<file path="config.mk">
export PLATFORM = sky130hd
export DESIGN_NAME = date_difference_in_days_flat
export DESIGN_NICKNAME = d
export VERILOG_FILES = /design/src/hw/rtl/ddd_pkg.sv /design/src/hw/rtl/ddd_ifs.sv /design/src/hw/rtl/ddd_ctrl.sv /design/src/hw/rtl/ddd_datapath.sv /design/src/hw/rtl/date_difference_in_days.sv /design/src/flat_wrapper.sv
export SDC_FILE = /design/constraint.sdc
export NUM_CORES = 1
export LEC_CHECK = 0
export BUFFER_PORTS_ARGS = -buffer_cell sky130_fd_sc_hd__buf_2
export CAP_MARGIN = 10
export CORE_MARGIN = 1.5
export CORE_UTILIZATION = 48
export DETAILED_ROUTE_END_ITERATION = 10
export PLACE_DENSITY = 0.73
export REMOVE_ABC_BUFFERS = 1
export SYNTH_ARGS = -nofsm -noshare
export SYNTH_HDL_FRONTEND = slang
export SYNTH_SLANG_ARGS = --single-unit
</file>
<file path="constraint.sdc">
create_clock -name clk -period 8.4 [get_ports clk]
set_input_delay 1.68 -clock clk [delete_from_list [all_inputs] [get_ports clk]]
set_output_delay 1.68 -clock clk [all_outputs]
set_load 0.005 [all_outputs]
</file>
<file path="src/hw/rtl/ddd_pkg.sv">
// Shared widths, constants, calendar tables and controller commands for the date difference block.
package ddd_pkg;

  // Field widths.
  localparam int DAY_W  = 5;
  localparam int MON_W  = 4;
  localparam int YEAR_W = 14;
  localparam int CNT_W  = 22;

  // Shifted year p = y + 399 needs 15 bits; a day number needs 23 bits.
  localparam int PY_W   = 15;
  localparam int QUOT_W = 8;
  localparam int DN_W   = 23;
  localparam int DBM_W  = 9;

  localparam logic [PY_W-1:0] YEAR_SHIFT_M1 = 15'd399;

  // floor(x / 100) = (x * RECIP_100) >> RECIP_SHIFT, exact for x below 43690.
  localparam logic [PY_W-1:0] RECIP_100   = 15'd20972;
  localparam int              RECIP_SHIFT = 21;
  localparam logic [PY_W-1:0] HUNDRED     = 15'd100;
  localparam logic [PY_W-1:0] DAYS_PER_YR = 15'd365;

  localparam logic [CNT_W-1:0] COUNT_MAX = {CNT_W{1'b1}};

  // Month codes that bound the valid range, and February for the leap day.
  localparam logic [MON_W-1:0] MON_JAN = 4'd1;
  localparam logic [MON_W-1:0] MON_FEB = 4'd2;
  localparam logic [MON_W-1:0] MON_DEC = 4'd12;

  typedef logic [DAY_W-1:0]  day_t;
  typedef logic [MON_W-1:0]  month_t;
  typedef logic [YEAR_W-1:0] year_t;
  typedef logic [CNT_W-1:0]  count_t;

  // Commands from the controller to the datapath.
  typedef struct packed {
    logic load;    // capture the input transaction
    logic sel;     // 0 works on the start date, 1 on the end date
    logic quot_y;  // year / 100
    logic quot_p;  // shifted year / 100, leap and validity check
    logic scale;   // 365 * shifted year
    logic sum;     // finish the day number
    logic emit;    // load the result register
  } ddd_cmd_t;

  // Length of a month; codes outside 1..12 give 0.
  function automatic day_t month_len(input month_t m, input logic leap);
    day_t len;
    case (m)
      4'd1, 4'd3, 4'd5, 4'd7, 4'd8, 4'd10, 4'd12: len = 5'd31;
      4'd4, 4'd6, 4'd9, 4'd11:                    len = 5'd30;
      4'd2:    len = leap ? 5'd29 : 5'd28;
      default: len = 5'd0;
    endcase
    return len;
  endfunction

  // Days in the year before the first of a month.
  function automatic logic [DBM_W-1:0] days_before(input month_t m);
    logic [DBM_W-1:0] n;
    case (m)
      4'd1:    n = 9'd0;
      4'd2:    n = 9'd31;
      4'd3:    n = 9'd59;
      4'd4:    n = 9'd90;
      4'd5:    n = 9'd120;
      4'd6:    n = 9'd151;
      4'd7:    n = 9'd181;
      4'd8:    n = 9'd212;
      4'd9:    n = 9'd243;
      4'd10:   n = 9'd273;
      4'd11:   n = 9'd304;
      4'd12:   n = 9'd334;
      default: n = 9'd0;
    endcase
    return n;
  endfunction

endpackage

</file>
<file path="src/hw/rtl/ddd_ifs.sv">
// Valid/ready channel interfaces for the date pair input and the day count result.
interface ddd_in_if;
  import ddd_pkg::*;

  logic   valid;
  logic   ready;
  day_t   start_day;
  month_t start_month;
  year_t  start_year;
  day_t   end_day;
  month_t end_month;
  year_t  end_year;
  logic   count_end_day;

  modport source (
    output valid, start_day, start_month, start_year,
    output end_day, end_month, end_year, count_end_day,
    input  ready
  );
  modport sink (
    input  valid, start_day, start_month, start_year,
    input  end_day, end_month, end_year, count_end_day,
    output ready
  );
endinterface

interface ddd_out_if;
  import ddd_pkg::*;

  logic   valid;
  logic   ready;
  count_t day_count;
  logic   bad_date;

  modport source (output valid, day_count, bad_date, input ready);
  modport sink (input valid, day_count, bad_date, output ready);
endinterface

</file>
<file path="src/hw/rtl/ddd_ctrl.sv">
// Controller state machine that sequences the day number computation for both dates.
module ddd_ctrl (
  input  logic              clk,
  input  logic              rst_n,
  input  logic              in_valid,
  output logic              in_ready,
  output logic              out_valid,
  input  logic              out_ready,
  output ddd_pkg::ddd_cmd_t cmd
);
  import ddd_pkg::*;

  typedef enum logic [5:0] {
    ST_IDLE  = 6'b000001,
    ST_QUOTY = 6'b000010,
    ST_QUOTP = 6'b000100,
    ST_SCALE = 6'b001000,
    ST_SUM   = 6'b010000,
    ST_DONE  = 6'b100000
  } state_t;

  state_t state_r, state_nxt;
  logic   sel_r, sel_nxt;
  logic   out_valid_r, out_valid_nxt;
  logic   emit;

  // The result register may be loaded when it is empty or being drained.
  assign emit      = (state_r == ST_DONE) && (!out_valid_r || out_ready);
  assign in_ready  = (state_r == ST_IDLE);
  assign out_valid = out_valid_r;

  // Next state and date select.
  always_comb begin
    state_nxt = state_r;
    sel_nxt   = sel_r;
    case (state_r)
      ST_IDLE: begin
        if (in_valid) begin
          state_nxt = ST_QUOTY;
          sel_nxt   = 1'b0;
        end
      end
      ST_QUOTY: state_nxt = ST_QUOTP;
      ST_QUOTP: state_nxt = ST_SCALE;
      ST_SCALE: state_nxt = ST_SUM;
      ST_SUM: begin
        if (sel_r) begin
          state_nxt = ST_DONE;
        end else begin
          state_nxt = ST_QUOTY;
          sel_nxt   = 1'b1;
        end
      end
      ST_DONE: begin
        if (emit) begin
          state_nxt = ST_IDLE;
        end
      end
      default: state_nxt = ST_IDLE;
    endcase
  end

  // Result valid flag.
  always_comb begin
    out_valid_nxt = out_valid_r;
    if (emit) begin
      out_valid_nxt = 1'b1;
    end else if (out_ready) begin
      out_valid_nxt = 1'b0;
    end
  end

  // Commands to the datapath.
  always_comb begin
    cmd        = '0;
    cmd.load   = (state_r == ST_IDLE) && in_valid;
    cmd.sel    = sel_r;
    cmd.quot_y = (state_r == ST_QUOTY);
    cmd.quot_p = (state_r == ST_QUOTP);
    cmd.scale  = (state_r == ST_SCALE);
    cmd.sum    = (state_r == ST_SUM);
    cmd.emit   = emit;
  end

  always_ff @(posedge clk) begin
    if (!rst_n) begin
      state_r     <= ST_IDLE;
      sel_r       <= 1'b0;
      out_valid_r <= 1'b0;
    end else begin
      state_r     <= state_nxt;
      sel_r       <= sel_nxt;
      out_valid_r <= out_valid_nxt;
    end
  end

endmodule

</file>
<file path="src/hw/rtl/ddd_datapath.sv">
// Datapath: input capture, shared reciprocal multiplier, day number accumulation and result register.
module ddd_datapath (
  input  logic              clk,
  input  ddd_pkg::ddd_cmd_t cmd,
  input  ddd_pkg::day_t     in_start_day,
  input  ddd_pkg::month_t   in_start_month,
  input  ddd_pkg::year_t    in_start_year,
  input  ddd_pkg::day_t     in_end_day,
  input  ddd_pkg::month_t   in_end_month,
  input  ddd_pkg::year_t    in_end_year,
  input  logic              in_count_end_day,
  output ddd_pkg::count_t   out_day_count,
  output logic              out_bad_date
);
  import ddd_pkg::*;

  // Captured transaction.
  day_t   sd_r, ed_r;
  month_t sm_r, em_r;
  year_t  sy_r, ey_r;
  logic   inc_r;

  // Per-date working registers.
  logic [QUOT_W-1:0] qy_r, qp_r;
  logic              leap_r;
  logic [DN_W-1:0]   base_r;
  logic [DN_W-1:0]   a_r, b_r;
  logic              ok_s_r, ok_e_r;

  // Result register.
  count_t cnt_r;
  logic   bad_r;

  day_t              d;
  month_t            m;
  year_t             y;
  logic [PY_W-1:0]   p;
  logic [PY_W-1:0]   mul_in;
  logic [2*PY_W-1:0] prod;
  logic [QUOT_W-1:0] quot;
  logic [PY_W-1:0]   qy_x100;
  logic              hund;
  logic              leap_c;
  logic              ok_c;
  logic [DN_W-1:0]   dn_c;
  logic [DN_W-1:0]   diff;
  logic [DN_W-1:0]   total;
  count_t            cnt_c;

  // Pick the date being worked on.
  assign d = cmd.sel ? ed_r : sd_r;
  assign m = cmd.sel ? em_r : sm_r;
  assign y = cmd.sel ? ey_r : sy_r;
  assign p = PY_W'(y) + YEAR_SHIFT_M1;

  // Shared divide-by-100 through a reciprocal multiply.
  assign mul_in = cmd.quot_y ? PY_W'(y) : p;
  assign prod   = (2*PY_W)'(mul_in) * (2*PY_W)'(RECIP_100);
  assign quot   = prod[RECIP_SHIFT+QUOT_W-1:RECIP_SHIFT];

  // Leap year from year / 100: divisible by 100 means the century test applies.
  assign qy_x100 = PY_W'(qy_r) * HUNDRED;
  assign hund    = (PY_W'(y) == qy_x100);
  assign leap_c  = ((y[1:0] == 2'b00) && !hund) || (hund && (qy_r[1:0] == 2'b00));

  // Date validity.
  assign ok_c = (m >= MON_JAN) && (m <= MON_DEC) && (d != '0) && (d <= month_len(m, leap_c));

  // Remaining terms of the day number.
  assign dn_c = base_r
              + DN_W'(p >> 2)
              - DN_W'(qp_r)
              + DN_W'(qp_r >> 2)
              + DN_W'(days_before(m))
              + DN_W'(leap_r && (m > MON_FEB))
              + DN_W'(d);

  // Difference, end-day flag and saturation.
  assign diff  = (a_r < b_r) ? (b_r - a_r) : '0;
  assign total = diff + DN_W'(inc_r);
  assign cnt_c = (total > DN_W'(COUNT_MAX)) ? COUNT_MAX : total[CNT_W-1:0];

  always_ff @(posedge clk) begin
    if (cmd.load) begin
      sd_r  <= in_start_day;
      sm_r  <= in_start_month;
      sy_r  <= in_start_year;
      ed_r  <= in_end_day;
      em_r  <= in_end_month;
      ey_r  <= in_end_year;
      inc_r <= in_count_end_day;
    end
    if (cmd.quot_y) begin
      qy_r <= quot;
    end
    if (cmd.quot_p) begin
      qp_r   <= quot;
      leap_r <= leap_c;
      if (cmd.sel) begin
        ok_e_r <= ok_c;
      end else begin
        ok_s_r <= ok_c;
      end
    end
    if (cmd.scale) begin
      base_r <= DN_W'(p) * DN_W'(DAYS_PER_YR);
    end
    if (cmd.sum) begin
      if (cmd.sel) begin
        b_r <= dn_c;
      end else begin
        a_r <= dn_c;
      end
    end
    if (cmd.emit) begin
      bad_r <= !(ok_s_r && ok_e_r);
      cnt_r <= (ok_s_r && ok_e_r) ? cnt_c : '0;
    end
  end

  assign out_day_count = cnt_r;
  assign out_bad_date  = bad_r;

endmodule

</file>
<file path="src/hw/rtl/date_difference_in_days.sv">
// The block takes one transaction at a time; a new one is accepted only in the idle state.
// Each date takes four steps: year/100 and
// shifted year/100 on one shared reciprocal multiplier, 365 * shifted year, final sum.
// The result register is then loaded in the done state, which waits while a previous result stalls.
// A finished result waits in an output register while the next transaction is taken.
// Reset: synchronous, active-low rst_n; clears the controller and the result valid flag.
// Top level: Gregorian date difference in days with invalid-date detection.
module date_difference_in_days (
  input  logic   clk,
  input  logic   rst_n,
  ddd_in_if.sink   in_ch,
  ddd_out_if.source out_ch
);
  import ddd_pkg::*;

  ddd_cmd_t cmd;

  // Sequencer.
  ddd_ctrl u_ctrl (
    .clk       (clk),
    .rst_n     (rst_n),
    .in_valid  (in_ch.valid),
    .in_ready  (in_ch.ready),
    .out_valid (out_ch.valid),
    .out_ready (out_ch.ready),
    .cmd       (cmd)
  );

  // Arithmetic and result storage.
  ddd_datapath u_datapath (
    .clk              (clk),
    .cmd              (cmd),
    .in_start_day     (in_ch.start_day),
    .in_start_month   (in_ch.start_month),
    .in_start_year    (in_ch.start_year),
    .in_end_day       (in_ch.end_day),
    .in_end_month     (in_ch.end_month),
    .in_end_year      (in_ch.end_year),
    .in_count_end_day (in_ch.count_end_day),
    .out_day_count    (out_ch.day_count),
    .out_bad_date     (out_ch.bad_date)
  );

endmodule

</file>
<file path="src/flat_wrapper.sv">
// flat-port wrapper written by rule: the top's interface ports become plain ports
module date_difference_in_days_flat import ddd_pkg::*;
  (clk, rst_n, in_ch_valid, in_ch_start_day, in_ch_start_month, in_ch_start_year, in_ch_end_day, in_ch_end_month, in_ch_end_year, in_ch_count_end_day, in_ch_ready, out_ch_valid, out_ch_day_count, out_ch_bad_date, out_ch_ready);
  ddd_in_if in_ch_i ();
  ddd_out_if out_ch_i ();
  input  logic clk;
  input  logic rst_n;
  input wire logic [$bits(in_ch_i.valid)-1:0] in_ch_valid;
  input wire logic [$bits(in_ch_i.start_day)-1:0] in_ch_start_day;
  input wire logic [$bits(in_ch_i.start_month)-1:0] in_ch_start_month;
  input wire logic [$bits(in_ch_i.start_year)-1:0] in_ch_start_year;
  input wire logic [$bits(in_ch_i.end_day)-1:0] in_ch_end_day;
  input wire logic [$bits(in_ch_i.end_month)-1:0] in_ch_end_month;
  input wire logic [$bits(in_ch_i.end_year)-1:0] in_ch_end_year;
  input wire logic [$bits(in_ch_i.count_end_day)-1:0] in_ch_count_end_day;
  output wire logic [$bits(in_ch_i.ready)-1:0] in_ch_ready;
  output wire logic [$bits(out_ch_i.valid)-1:0] out_ch_valid;
  output wire logic [$bits(out_ch_i.day_count)-1:0] out_ch_day_count;
  output wire logic [$bits(out_ch_i.bad_date)-1:0] out_ch_bad_date;
  input wire logic [$bits(out_ch_i.ready)-1:0] out_ch_ready;
  assign in_ch_i.valid = in_ch_valid;
  assign in_ch_i.start_day = in_ch_start_day;
  assign in_ch_i.start_month = in_ch_start_month;
  assign in_ch_i.start_year = in_ch_start_year;
  assign in_ch_i.end_day = in_ch_end_day;
  assign in_ch_i.end_month = in_ch_end_month;
  assign in_ch_i.end_year = in_ch_end_year;
  assign in_ch_i.count_end_day = in_ch_count_end_day;
  assign in_ch_ready = in_ch_i.ready;
  assign out_ch_valid = out_ch_i.valid;
  assign out_ch_day_count = out_ch_i.day_count;
  assign out_ch_bad_date = out_ch_i.bad_date;
  assign out_ch_i.ready = out_ch_ready;
  date_difference_in_days u_core (.clk(clk), .rst_n(rst_n), .in_ch(in_ch_i), .out_ch(out_ch_i));
endmodule
</file>
======== Yosys cells after proc, flatten, opt, wreduce, memory -nomap -nowiden ========
Memory sizes are Yosys's and may differ from the RTL's.
Cells that the tools add are included.
cells by class
  $add $sub $neg .......................... 9
  multipliers ............................. 3
  magnitude comparators ................... 6
  equality and inequality tests ........... 21
  multiplexer cells ....................... 16
  bitwise operators ....................... 1
  reductions and logical operators ........ 27
operators with widths
  operator                                                                           number
  23-bit by 1-bit adder with 23-bit output                                           2
  6-bit one-hot mux with 6 select lines                                              1
  15-bit by 13-bit multiplier with 27-bit output, second input constant              1
  23-bit by 13-bit adder with 23-bit output                                          1
  23-bit by 5-bit adder with 23-bit output                                           1
  23-bit by 6-bit adder with 23-bit output                                           1
  23-bit by 9-bit adder with 23-bit output                                           1
  23-bit by 22-bit greater-than comparator with 1-bit output, second input constant  1
  23-bit less-than comparator                                                        1
  15-bit by 9-bit multiplier with 23-bit output, second input constant               1
  23-bit 2-to-1 mux                                                                  1
  23-bit subtractor                                                                  1
  23-bit by 8-bit subtractor with 23-bit output                                      1
  22-bit 2-to-1 mux                                                                  1
  4-bit == test, second input constant                                               5
  6-bit 2-to-1 mux                                                                   3
  4-bit by 3-bit == test with 1-bit output, second input constant                    4
  14-bit by 9-bit adder with 15-bit output, second input constant                    1
  14-bit by 15-bit == test with 1-bit output                                         1
  15-bit 2-to-1 mux                                                                  1
  5-bit one-hot mux with 3 select lines                                              1
  14-bit 2-to-1 mux                                                                  1
  8-bit by 5-bit multiplier with 13-bit output, second input constant                1
  2-bit AND reduction                                                                6
  26 further kinds                                                                   44
storage, ports and cells
  flip-flop bits (word level) ............. 166
  bits in read-only memories .............. 144
  bits of input ports ..................... 51
  output and inout bits ................... 25
  word-level logic and storage cells ...... 104
  memories ................................ 1
memories
  name             words  width  read ports  clocked after Yosys merged registers in  wr ports  line           RTL
  (no name shown)  16     9      1           0                                        0         ddd_pkg.sv:62  case (m)

======== Longest topological paths before layout ========
Gate-level depths: netlist of the first run.
  depth in word-level cells ............... 9
  depth in mapped cells ................... 33
  mapped depth without buffers ............ 30

======== Hierarchy ========
Synthesis of the first run repeated with hierarchy kept, for this count alone.
second synthesis, totals
  cells, all modules ...................... 1626
  area total of the unflattened synthesis .. 17125.2 µm²
modules (own cells, without submodules)
  module        instances  cells each  area an instance (µm²)  sequential area each (µm²)
  ddd_datapath  1          1576        16619.7                 4744.6
  ddd_ctrl      1          50          505.5                   160.2

======== Least setup slack after synthesis of the first run ========
Ideal clock, no wire load.
  kind .................................... register to register
  start ................................... register u_core.u_ctrl.sel_r
  end ..................................... register u_core.u_datapath.qp_r[7] (data pin)
  arrival time ............................ 8.146 ns
  data required time ...................... 8.136 ns
  path slack .............................. -0.010 ns
  stages on the path, launching flop included .. 32
  buffers on the path ..................... 4
  path through ............................ dfxtp_1 buf_4 buf_4 buf_1 buf_1 mux2i_1 ha_1 o21a_1 nor3_1 o31ai_1 o21ai_1 nand2_1 xnor2_1 inv_1 ha_1 inv_1 fa_1 inv_1 fa_1 inv_1 fa_1 fa_1 inv_1 ha_1 a211o_1 a2111oi_0 a2bb2oi_1 o21ai_0 a211oi_1 o21bai_1 a21oi_1 xnor2_1
on the way
  longest elaborated chain between the ends .. 4
RTL lines
  element                                         line                RTL
  start: declaration                              ddd_ctrl.sv:23      logic sel_r, sel_nxt;
  start signal: assignment                        ddd_ctrl.sv:92      sel_r <= sel_nxt;
  14-bit 2-to-1 mux                               ddd_datapath.sv:53  assign y = cmd.sel ? ey_r : sy_r;
  14-bit by 9-bit adder with 15-bit output        ddd_datapath.sv:54  assign p = PY_W'(y) + YEAR_SHIFT_M1;
  net u_core.u_datapath.p[0]                      ddd_datapath.sv:37  logic [PY_W-1:0] p;
  15-bit 2-to-1 mux                               ddd_datapath.sv:57  assign mul_in = cmd.quot_y ? PY_W'(y) : p;
  15-bit by 13-bit multiplier with 27-bit output  ddd_datapath.sv:58  assign prod = (2*PY_W)'(mul_in) * (2*PY_W)'(RECIP_100);
  net u_core.u_datapath.prod[28]                  ddd_datapath.sv:39  logic [2*PY_W-1:0] prod;
  end signal: assignment                          ddd_datapath.sv:97  qp_r <= quot;
  end: declaration                                ddd_datapath.sv:24  logic [QUOT_W-1:0] qy_r, qp_r;
The timed path passes the listed nets, and every way through them passes these cells.
A chain may end at the register's enable or synchronous reset.

======== Final worst setup path of the first run ========
  start ................................... register u_core.u_ctrl.sel_r
  end ..................................... register u_core.u_datapath.qp_r[7] (data pin)
on the way
  longest elaborated chain between the ends .. 4
RTL lines
  element                                           line
  14-bit 2-to-1 mux *                               ddd_datapath.sv:53
  14-bit by 9-bit adder with 15-bit output          ddd_datapath.sv:54
  15-bit 2-to-1 mux *                               ddd_datapath.sv:57
  15-bit by 13-bit multiplier with 27-bit output *  ddd_datapath.sv:58
  net u_core.u_datapath.prod[28]                    ddd_datapath.sv:39
Mark *: on every way through the listed nets, which the timed path passes. The rest lies on a longest branch.

==> impl_metrics.toml, run 1 <==
[run_status]
run_status = "complete, but fails checks"
violations = "design-rule violations"

[final_layout]
multiInputGateArea_um2 = 11070
n_fill_cell = 3100
final_nets = 2227
final_layout_size_suffix_gt1_share_pct = 9.451
diodes = 0
mostFrequentLayoutCells = "inv_1, ha_1, edfxtp_1, fa_1, nand2_1"
area_growth_pct = 9.111
final_common_cell = "inv_1"
seq_area_um2 = 4906

[global_route]
grt_pass1_vias = 12000
grt-busiest-layer = "met2"
track_usage_pct = 18.94
globalRouteOverflowTotal = 0
grtUsageMet1_pct = 23.62
grt_pass1_wl_mm = 57.24
grt_max_degree = 48
met3_usage_pct = 2.319
antenna_found_initial = 1
met2_usage_pct = 34.15

[setup_path]
required_ns = 8.58
start_kind = "flop"
crit_slowest_cell = "fa_1"
setup.worst_path.class = "flop to flop"
crit_arrival_ns = 8.02
crit_fanout = 20
cp_common_cell = "inv_1"
endpoint_kind = "flop"
critPathMaxStageDelay_ns = 0.55

[timing]
max_freq_mhz = 127.6
setup_viol = 0
skew_ns = 0.01594
maxSlewHeadroom_pct = 21.77
maxSlewViolCount = 0
hold_viol = 0
setup-tns-final_ns = 0
rsz0062_at_grt = "false"
min_period_over_period_pct = 93.33
tightestPinTransition_ns = 1.168
fin_crit_ns = 7.839

[place]
gp_congestion = 0.8918
hpwl_mm = 29.10
port_buffers = 75

[clock_network]
clock_path_buffers = 2
clock-sinks = 166
holdBufCountCts = 0
htree_levels = 4
cts_made_buffers = 17
insertion_delay_ns = 0.45
cts_tree = "done"
clkSlewWorstSetupHoldPaths_ns = 0.07
cts-root-buf = "clkbuf_16"
post_cts_buffers = 0

[floorplanning]
die_w_um = 193.4
die_y_um = 193.4
die_area_um2 = 37400
start_util_pct = 48.80
core-area_um2 = 35660
ios = 76
num_rows = 69

[synthesis]
syn_area_per_cell_um2 = 10.42
synthFlopType = "edfxtp_1"
synth.distinct_cells = 86
ys_seq_area_share_pct = 28.19
async_flop_share_pct = 0
synth-warning-count = 0
syn-cell-area_um2 = 17400
postSynthCellCount = 1670
ys_ff_latch = 166
synth_edf_count = 158

[route]
drt_iter0_drc = 661
vias = 11830
drt-total-wl_mm = 34.54
ant_nets = 0
via_per_inst = 5.307
wl_per_cell_um = 15.50
firstDrtPassIters = 8
route.detailed.drc = 5

[min_path]
hold_path_class = "flop to flop"

[run]
cap_violations = 0
[area by class of cell]
class / count / area share, %
sequential: 166 / 25.84
clock buffer: 18 / 2.261
multi-input combinational: 1127 / 58.30
clock inverter: 14 / 1.028
inverter: 352 / 6.960
timing repair buffer: 90 / 2.570
tap: 461 / 3.038
[state kept, by name, indices dropped and copies added (netlist names), 4 cells and up]
signal and flops:
u_core.u_datapath.sd_r 5, u_core.u_datapath.qp_r 8, u_core.u_datapath.base_r 23, u_core.u_datapath.sy_r 14, u_core.u_datapath.qy_r 8, u_core.u_datapath.ey_r 14, u_core.u_ctrl.state_r 6, u_core.u_datapath.ed_r 5
u_core.u_datapath.em_r 4, u_core.u_datapath.a_r 23, u_core.u_datapath.out_day_count 22, u_core.u_datapath.sm_r 4, u_core.u_datapath.b_r 23
[metal layers]
metal | wire length, um | vias up | part of all wire [%]
met5 | 0 | - | 0
met4 | 663 | 0 | 1.9
met3 | 1110 | 42 | 3.2
met2 | 17810 | 206 | 52
met1 | 14960 | 5783 | 43
li1 | - | 5794 | -
[synthesized netlist by cell type (6+ instances only)]
| cell | n | area share [%] |
|---|---|---|
| nand2_1 | 80 | 1.7 |
| o21bai_1 | 7 | 0.30 |
| or3_1 | 9 | 0.32 |
| o22ai_1 | 8 | 0.29 |
| a211oi_1 | 13 | 0.56 |
| ha_1 | 274 | 20 |
| and2_1 | 9 | 0.32 |
| nor4_1 | 6 | 0.22 |
| nand4_1 | 16 | 0.58 |
| and3_1 | 10 | 0.36 |
| nand3b_1 | 9 | 0.39 |
| clkbuf_1 | 8 | 0.17 |
| nand3_1 | 28 | 0.81 |
| nor2b_1 | 23 | 0.83 |
| o21a_1 | 8 | 0.35 |
| o21ai_0 | 39 | 1.1 |
| inv_1 | 349 | 7.5 |
| nand2b_1 | 11 | 0.40 |
| fa_1 | 148 | 17 |
| buf_2 | 9 | 0.26 |
| a21oi_2 | 10 | 0.50 |
| mux2i_1 | 20 | 1.2 |
| nor3_1 | 24 | 0.69 |
| edfxtp_1 | 158 | 27 |
| dfxtp_1 | 8 | 0.92 |
| o211ai_1 | 6 | 0.26 |
| nor2_1 | 59 | 1.3 |
| a21o_1 | 22 | 0.95 |
| xnor2_1 | 77 | 3.9 |
| a21oi_1 | 64 | 1.8 |
| nor3b_1 | 7 | 0.30 |
| xor2_1 | 49 | 2.5 |
[cell families after synthesis]
family | synth area share [%]
fa+ha+maj | 36.73
buf+inv | 8.349
simple gates | 9.629
compound gates | 9.032
flops | 28.19
xor+xnor | 6.594
mux | 1.474
[what timing repair did]
| item | 4_1_cts | 5_1_grt |
|---|---|---|
| endpoints found under the hold margin | 0 | 0 |
| gates resized for setup | 0 | 4 |
| endpoints found under the setup margin | 0 | 4 |
[through the flow]
stage,hold slack (ns),cell area (um2),setup WS [ns],cells,utilization [%]
floorplan,0.5055,17270,0.03532,1645,-
global placement,0.5154,18340,0.7054,2196,51.43
detailed placement,0.5354,18340,0.3619,2196,51.43
CTS,0.5462,18960,0.3542,2228,53.18
global route,0.5604,18980,0.07905,2228,53.24
finish,0.5399,18980,0.5606,2228,53.24
[worst paths after layout]
check                           from                        end  slack (ns)  cells after the start
max              u_core.u_ctrl.sel_r  u_core.u_datapath.qp_r[7]        0.56                     26
min          u_core.u_ctrl.out_valid    u_core.u_ctrl.out_valid        0.54                      2
max reg2reg      u_core.u_ctrl.sel_r  u_core.u_datapath.qp_r[7]        0.56                     26
min reg2reg  u_core.u_ctrl.out_valid    u_core.u_ctrl.out_valid        0.54                      2
[worst max-delay path, delay by kind of cell, from the launching register on]
family	cells	cell delay, ns
adder cells (fa/ha/maj)	6	2.43
AO/OA/AOI/OAI	8	2.32
AND/OR/NAND/NOR	3	1.00
buffers and inverters	6	0.75
XOR/XNOR	2	0.43
flip-flops	1	0.41
multiplexers	1	0.24
Power of run 1 is not shown: default switching activity piles up to over one toggle a cycle in this logic, so the estimate is an artifact.
==> run 2, diff against run 1 <==
--- a/config.mk
+++ b/config.mk
@@ -7,7 +7,7 @@
 export LEC_CHECK = 0
 export BUFFER_PORTS_ARGS = -buffer_cell sky130_fd_sc_hd__buf_2
 export CAP_MARGIN = 10
-export CORE_MARGIN = 1.5
+export CORE_MARGIN = 4
 export CORE_UTILIZATION = 48
 export DETAILED_ROUTE_END_ITERATION = 10
 export PLACE_DENSITY = 0.73
==> impl_metrics.toml, run 2 (same netlist as run 1, synthesis figures left out) <==
[run_status]
run_status = "finished, final reports clean"

[final_layout]
multiInputGateArea_um2 = 11070
mostFrequentLayoutCells = "inv_1, ha_1, edfxtp_1, fa_1, nand2_1"
final_layout_size_suffix_gt1_share_pct = 9.389
final_common_cell = "inv_1"
diodes = 0
reg.largest.list = "u_core.u_datapath.a_r (23), u_core.u_datapath.b_r (23), u_core.u_datapath.base_r (23)"
final_nets = 2228
n_fill_cell = 3105
seq_area_um2 = 4906
area_growth_pct = 8.838

[route]
firstDrtPassIters = 5
drt-total-wl_mm = 34.38
wl_per_cell_um = 15.43
route.detailed.drc = 0
ant_nets = 0
drt_iter0_drc = 493
via_per_inst = 5.242
vias = 11680

[clock_network]
post_cts_buffers = 0
cts_resized = 0
cts_made_buffers = 17
clock_path_buffers = 2
htree_levels = 4
clock-sinks = 166
cts-root-buf = "clkbuf_16"
clkSlewWorstSetupHoldPaths_ns = 0.07
insertion_delay_ns = 0.45
cts_tree = "done"
holdBufCountCts = 0

[setup_path]
start_kind = "flop"
rr_startpoint = "u_core.u_ctrl.sel_r"
cp.depth = 26
reg2reg_setup_slack_ns = 0.45
required_ns = 8.58
r2r-end = "u_core.u_datapath.qp_r[7]"
worst-r2r-cell-count = 26
path_buf_inv = 6
cp_common_cell = "inv_1"
critPathMaxStageDelay_ns = 0.55
crit_family = "compound AO/OA/AOI/OAI gates"
endpoint_kind = "flop"
crit_slowest_cell = "fa_1"
setup.worst_path.class = "flop to flop"
crit_arrival_ns = 8.13
crit_fanout = 19

[place]
port_buffers = 75
gp_congestion = 0.9336
hpwl_mm = 29.20

[floorplanning]
num_rows = 69
die_y_um = 198.4
ios = 76
die_area_um2 = 39360
core-area_um2 = 35660
start_util_pct = 48.80
die_w_um = 198.4

[timing]
tightestPinTransition_ns = 1.249
max_freq_mhz = 125.8
setup-tns-final_ns = 0
skew_ns = 0.01904
hold_viol = 0
setup_viol = 0
maxSlewViolCount = 0
maxSlewHeadroom_pct = 14.58
min_period_over_period_pct = 94.66
rsz0062_at_grt = "false"
holdWs_ns = 0.5579
fin_crit_ns = 7.951

[min_path]
hold_path_class = "flop to flop"
holdPathStages = 2
min-delay-start = "u_core.u_ctrl.out_valid"
min_to = "u_core.u_ctrl.out_valid"

[global_route]
grt_pass1_wl_mm = 57.68
antenna_found_initial = 0
track_usage_pct = 18.08
grt_pass1_vias = 12140
globalRouteOverflowTotal = 0
grt_max_degree = 48

[run]
cap_violations = 0
==> run 2: cell types whose count changed in the layout (fill, tap and decap cells not counted), sizes merged <==
cell      delta
buf          +1
bufinv       -2
clkinv       -1
inv          +2
clkinvlp     +1
==> run 2: through the flow <==
step | worst slack (ns) | area [um2] | utilization, % | instances
CTS | 0.3544 | 18920 | 53.05 | 2229
finish | 0.4486 | 18940 | 53.11 | 2229
global placement | 0.7511 | 18350 | 51.45 | 2197
global route | 0.02243 | 18940 | 53.11 | 2229
detailed placement | 0.3981 | 18350 | 51.45 | 2197
floorplan | 0.03532 | 17270 | - | 1645
==> run 2: routing by layer <==
layer	global-route usage [%]	vias up	wire, um
li1	-	5792	-
met1	22.83	5661	15050
met2	31.87	183	17400
met3	2.575	48	1072
met4	6.325	0	867
met5	0	-	0
==> run 2: worst register-to-register path, cell delays in order (launching register included) <==
cell and delay (ns):
dfxtp_2 0.41, buf_4 0.30, mux2i_1 0.22, a21o_1 0.23, or3_1 0.46, and3_1 0.29
nor2_1 0.27, xor2_2 0.32, inv_1 0.18, ha_1 0.35, inv_1 0.07, fa_1 0.39
inv_1 0.08, fa_1 0.40, inv_1 0.07, fa_1 0.43, fa_1 0.55, inv_1 0.05
ha_1 0.29, a211o_1 0.31, a2111oi_0 0.46, a2bb2oi_1 0.42, o21ai_0 0.27, a211oi_1 0.40
o21bai_1 0.15, a21oi_1 0.20, xnor2_1 0.11
==> run 2: how the worst max path moves through the flow <==
stage,startpoint,endpoint,slack [ns]
3_3_place_gp,u_core.u_ctrl.sel_r,u_core.u_datapath.qp_r[7],0.75
6_report,u_core.u_ctrl.sel_r,u_core.u_datapath.qp_r[7],0.45
5_1_grt,u_core.u_ctrl.sel_r,u_core.u_datapath.qp_r[7],0.02
4_1_cts,u_core.u_ctrl.sel_r,u_core.u_datapath.qp_r[7],0.35
3_5_place_dp,u_core.u_ctrl.sel_r,u_core.u_datapath.qy_r[7],0.40
2_1_floorplan,u_core.u_ctrl.sel_r,u_core.u_datapath.qp_r[7],0.04
==> run 2: area by class of cell <==
| type | instances | area share (%) |
|---|---|---|
| sequential | 166 | 25.91 |
| clock inverter | 14 | 0.7466 |
| clock buffer | 18 | 2.266 |
| multi-input combinational | 1127 | 58.44 |
| tap | 461 | 3.046 |
| timing repair buffer | 91 | 2.616 |
| inverter | 352 | 6.977 |
Power of run 2 is left out for the same reason.
